$ cat config.mk
export PLATFORM = sky130hd
export DESIGN_NAME = bgi_div
export DESIGN_NICKNAME = d
export VERILOG_FILES = /design/src/hdl/bgi_pkg.sv /design/src/hdl/bgi_div.sv
export SDC_FILE = /design/constraint.sdc
export NUM_CORES = 1
export LEC_CHECK = 0
export ABC_CLOCK_PERIOD_IN_PS = 2700
export BUFFER_PORTS_ARGS = -buffer_cell sky130_fd_sc_hd__buf_2
export CORE_UTILIZATION = 30
export CTS_BUF_LIST = sky130_fd_sc_hd__clkbuf_8
export DETAILED_ROUTE_END_ITERATION = 8
export GPL_TIMING_DRIVEN = 0
export PLACE_DENSITY = 0.56
export SYNTH_ARGS = -nofsm -noshare
export SYNTH_HDL_FRONTEND = slang
export SYNTH_SLANG_ARGS = --single-unit
$ cat constraint.sdc
create_clock -name clk -period 2.7 [get_ports clk]
set_input_delay 0 -clock clk [delete_from_list [all_inputs] [get_ports clk]]
set_output_delay 0 -clock clk [all_outputs]
set_load 0.02 [all_outputs]
$ cat src/hdl/bgi_pkg.sv
// Package: types and constants for the bilinear grid interpolator.
package bgi_pkg;

  localparam int MAX_X_POINTS = 64;
  localparam int MAX_Y_POINTS = 64;
  localparam int XW = $clog2(MAX_X_POINTS);
  localparam int YW = $clog2(MAX_Y_POINTS);
  localparam int ZW = XW + YW;
  localparam int PW = 7;

  localparam logic [1:0] OP_WX = 2'd0;
  localparam logic [1:0] OP_WY = 2'd1;
  localparam logic [1:0] OP_WZ = 2'd2;
  localparam logic [1:0] OP_Q  = 2'd3;

  localparam logic CFG_XP = 1'b0;
  localparam logic CFG_YP = 1'b1;

  typedef struct packed {
    logic [1:0]         op;
    logic [11:0]        entry_index;
    logic signed [31:0] entry_value;
    logic signed [31:0] query_x;
    logic signed [31:0] query_y;
  } bgi_in_t;

  typedef struct packed {
    logic signed [31:0] interp_value;
    logic               in_range;
  } bgi_out_t;

  typedef struct packed {
    logic        start;
    logic [32:0] num;
    logic [32:0] den;
  } div_req_t;

  typedef enum logic [4:0] {
    S_IDLE, S_RD0, S_RD0W, S_RANGE, S_XS, S_XSW, S_YS, S_YSW,
    S_CX, S_CXW, S_CY, S_CYW, S_DX, S_DXW, S_DY, S_DYW,
    S_Z0, S_Z1, S_Z2, S_Z3, S_Z4, S_B1, S_B2, S_B3, S_OUT
  } state_t;

endpackage

$ cat src/hdl/bgi_div.sv
// Restoring divider: 17-bit quotient of (num<<16)/den, one bit per cycle.
module bgi_div import bgi_pkg::*; (
  input  logic        clk,
  input  logic        rst_n,
  input  div_req_t    req,
  output logic        done,
  output logic [16:0] quot
);
  logic [33:0] rem_r, rem_nxt;
  logic [32:0] den_r;
  logic [16:0] q_r, q_nxt;
  logic [4:0]  cnt_r, cnt_nxt;
  logic        busy_r, busy_nxt, done_r, done_nxt;
  logic [33:0] sh;
  logic [34:0] dif;

  always_comb begin
    sh = {rem_r[32:0], 1'b0};
    dif = {1'b0, sh} - {2'b0, den_r};
    rem_nxt = rem_r; q_nxt = q_r; cnt_nxt = cnt_r;
    busy_nxt = busy_r; done_nxt = 1'b0;
    if (req.start) begin
      rem_nxt = {1'b0, req.num};
      q_nxt = '0; cnt_nxt = 5'd16; busy_nxt = 1'b1;
    end else if (busy_r) begin
      if (!dif[34]) begin
        rem_nxt = dif[33:0]; q_nxt = {q_r[15:0], 1'b1};
      end else begin
        rem_nxt = sh; q_nxt = {q_r[15:0], 1'b0};
      end
      cnt_nxt = cnt_r - 5'd1;
      if (cnt_r == 5'd1) begin
        busy_nxt = 1'b0; done_nxt = 1'b1;
      end
    end
  end

  // each of the 16 steps shifts in one of the 16 zero bits of num<<16
  always_ff @(posedge clk) begin
    if (!rst_n) begin
      busy_r <= 1'b0; done_r <= 1'b0; cnt_r <= '0;
    end else begin
      busy_r <= busy_nxt; done_r <= done_nxt; cnt_r <= cnt_nxt;
    end
    rem_r <= rem_nxt; q_r <= q_nxt;
    if (req.start) den_r <= req.den;
  end

  assign done = done_r;
  assign quot = q_r;

  a_done_idle: assert property (@(posedge clk) disable iff (!rst_n)
    done_r |-> !busy_r) else $error("done while busy");
  a_cnt: assert property (@(posedge clk) disable iff (!rst_n)
    busy_r |-> cnt_r != 5'd0) else $error("busy with zero count");
  a_start: assert property (@(posedge clk) disable iff (!rst_n)
    req.start |=> busy_r) else $error("start lost");
endmodule

==> results.py <==
metrics = {
    "worst_setup_path": {
        "path_class": "register to register",
        "worstPathRequired_ns": 2.84,
        "start_kind": "register",
        "cp.arrival_ns": 3.10,
        "end_kind": "register",
        "reg2regPathDepth": 10,
        "rr_endpoint": "rem_r[29]",
        "r2r_slack_ns": -0.26,
        "rr_startpoint": "rem_r[0]",
        "worstPathMaxFanout": 3,
    },
    "layout": {
        "diodes": 0,
        "drive_gt1_frac": 0.362,
        "fin_area_sq_mm": 0.00823,
        "syn_to_final_growth_pct": 49.8,
        "fillers": 1685,
        "final_util": 0.458,
        "finalNetCount": 861,
    },
    "timing": {
        "worst_pin_slew_ns": 0.931,
        "slew-limit-headroom": 0.379,
        "whs_ns": 0.269,
        "period_needed_ns": 2.96,
        "fmax_mhz": 338,
        "fin_ws_ns": -0.257,
        "setup_tns_ns": -5.19,
        "setup_violations": 34,
        "min_period_over_period": 1.10,
        "rsz0062_at_grt": "yes",
        "hold_viol": 0,
        "drv_slew": 0,
        "finClkSkew_ns": 0.0202,
    },
    "detailed_routing": {
        "wl_per_cell_um": 16.7,
        "postRouteAntennaNets": 0,
        "avgViaCountPerCell": 5.05,
        "drc_errors": 0,
        "vias": 5003,
        "wl_mm": 16.5,
        "first_iter_violations": 308,
        "firstDrtPassIters": 5,
    },
    "placement": {
        "dpl_cell_area_sq_mm": 0.00624,
        "dp_hpwl_mm": 10.5,
        "gp_congestion": 0.861,
        "portBuffers": 86,
    },
    "min_path": {
        "hp-class": "input port to register",
        "holdPathStages": 1,
        "min_from": "req[66]",
        "hold_end": "den_r[6]",
    },
    "outcome": {
        "failed_checks": "negative setup slack",
        "status": "finished, violations left",
    },
    "clock_network": {
        "tritoncts": "yes",
        "htreeDepth": 3,
        "cts.sinks": 90,
        "clock-root-buffer": "clkbuf_8",
        "clk_latency_ns": 0.39,
        "cts_buffers": 9,
        "ctsLongestPathBuffers": 2,
        "clkTransAtPathRegs_ns": 0.09,
    },
    "floorplanning": {
        "die_x_um": 137,
        "die_h_um": 137,
        "initial_core_util": 0.306,
        "fp-row-count": 49,
        "core_area_sq_mm": 0.0180,
        "ios": 87,
        "die_area_sq_mm": 0.0189,
    },
    "power": {
        "vdd_ir_drop_max_mv": 0.346,
        "leakagePower_nw": 3.43,
        "fin_total_pwr_w": 0.00695,
        "combPwrFrac": 0.581,
        "pwr-share-clk": 0.135,
        "p_seq_frac": 0.283,
        "power_density_mw_per_mm2": 844,
        "switching_share": 0.389,
        "internal_power_w": 0.00425,
        "p_sw_w": 0.00270,
    },
    "synth": {
        "synthArstFlopShare": 0,
        "synth_top_area_frac": 0.361,
        "ys_seq_area_frac": 0.448,
        "synth_area_leaders": "edfxtp_1, dfxtp_1, ha_1",
        "synth_seq_cells": 90,
        "yosys_warnings": 0,
        "synth_cell_type_count": 56,
        "synthFlopType": "edfxtp_1",
        "synthesis.nets": 652,
        "netlist_area_sq_mm": 0.00549,
        "synth_top_area_cell": "edfxtp_1",
        "synthCells": 548,
        "synth.avg_cell_area_sq_um": 10.0,
        "synth_edf_count": 66,
    },
    "global_routing": {
        "grt_usage": 0.178,
        "grt_pass1_vias": 5078,
        "overflow": 0,
        "antenna_found_initial": 0,
        "grt_max_degree": 37,
        "grt_pass1_wl_mm": 25.4,
    },
    "run": {
        "maxCapViolCount": 0,
    },
}
==> critical path, stage by stage (launching register included) <==
cell,delay (ns)
edfxtp_1,0.46
ha_1,0.32
nand2b_1,0.09
a21oi_2,0.23
o211ai_1,0.17
buf_4,0.17
a2111oi_4,0.41
nor3_2,0.08
o311ai_2,0.35
xnor2_1,0.14
a221o_1,0.30
==> logic make-up after synthesis <==
group | count (synthesis) | synth area share
DFF | 90 | 0.448
adders and majority gates | 35 | 0.0811
AOI/OAI and AO/OA | 136 | 0.161
muxes | 39 | 0.0756
buffers and inverters | 71 | 0.0554
xor gates and xnor gates | 31 | 0.0494
and+or+nand+nor | 146 | 0.129
==> area by class of cell <==
class / count / area [sq um] / share of cell area
Multi-Input combinational cell: 387 / 3350 / 0.407
Inverter: 47 / 176 / 0.0214
Clock buffer: 9 / 124 / 0.0151
Timing Repair Buffer: 203 / 1600 / 0.195
Clock inverter: 7 / 62.6 / 0.00760
Sequential cell: 90 / 2460 / 0.299
Tap cell: 229 / 287 / 0.0348
Buffer: 19 / 164 / 0.0199
==> power by group through the flow <==
stage	Sequential (W)	Clock, W	Combinational, W
after floorplan	0.00191	0	0.00201
after global placement	0.00194	0	0.00258
after detailed placement	0.00195	0	0.00260
after CTS	0.00194	0.000968	0.00349
after global routing	0.00199	0.00101	0.00434
final	0.00197	0.000941	0.00404
==> worst max-delay path by stage <==
| stage | slack, ns | cells after the start | from | to |
|---|---|---|---|---|
| finish | -0.26 | 10 | rem_r[0] | rem_r[29] |
| global route | -0.37 | 10 | rem_r[0] | rem_r[29] |
| CTS | -0.24 | 13 | rem_r[16] | rem_r[2] |
| detailed placement | -0.88 | 12 | rem_r[16] | rem_r[32] |
| global placement | -0.83 | 12 | rem_r[16] | rem_r[32] |
| floorplan | -0.05 | 13 | rem_r[16] | rem_r[7] |
==> Yosys cell counts (4+ instances only) <==
library cell	count
mux2_2	20
clkbuf_1	9
nor2_1	40
nor2b_1	6
nor3b_1	4
and3_1	6
nor3_1	8
buf_2	6
nand2_1	40
buf_1	4
a211oi_1	4
o21ai_0	27
xor2_1	17
a21oi_1	47
o21a_1	6
xnor2_1	14
mux2i_1	19
dfxtp_1	24
ha_1	34
inv_1	47
a21o_1	12
nand2b_1	7
nor2_2	12
a221o_1	5
nand3_1	8
o211ai_1	6
edfxtp_1	66
a221oi_1	5
a31oi_1	4
==> timing repair <==
| item | CTS | global route |
|---|---|---|
| resized for setup | 100 | 48 |
| setup endpoints to repair | 39 | 53 |
| cloned | 3 | 1 |
| hold endpoints to repair | 72 | 1 |
| pin swaps | 21 | 19 |
| buffers inserted | 28 | 19 |
| hold buffers | 66 | 1 |
==> metrics by stage <==
step / worst slack, ns / cells
after global routing: -0.372 / 991
after detailed placement: -0.879 / 863
after CTS: -0.242 / 971
after floorplan: -0.0549 / 548
final: -0.257 / 991
after global placement: -0.833 / 863
==> routing by layer <==
metal  global-route usage  wire length, um  share of wire  vias up
li1                     -                -              -     2392
met1                0.214             6990           0.42     2406
met2                0.306             8040           0.49      166
met3               0.0298              891          0.054       39
met4               0.0904              581          0.035        0
met5                    0                0              0        -
==> registers in the layout (all words and copies together), names as in the netlist <==
signal  cells
done        1
busy_r      1
rem_r      33
cnt_r       5
den_r      33
quot       17
==> cell usage in the layout (no fill, tap or decap), drive strengths merged, types with 3 or more instances in the layout <==
master       count
a31oi            4
nand2           40
edfxtp          66
dfxtp           24
buf            145
nor3             9
nor3b            4
xor2            17
mux2            20
inv             52
xnor2           14
a21o            12
nor2b            6
o21a             6
a21oi           47
nand3            8
a221oi           5
ha              34
a221o            5
o21ai           28
and3             6
clkbuf          19
or3              3
nor2            52
a211oi           5
o211ai           6
mux2i           19
nand4            3
nand2b           7
nor4             3
dlygate4sd3     67
Note: power is estimated with default switching activity, not from simulation.
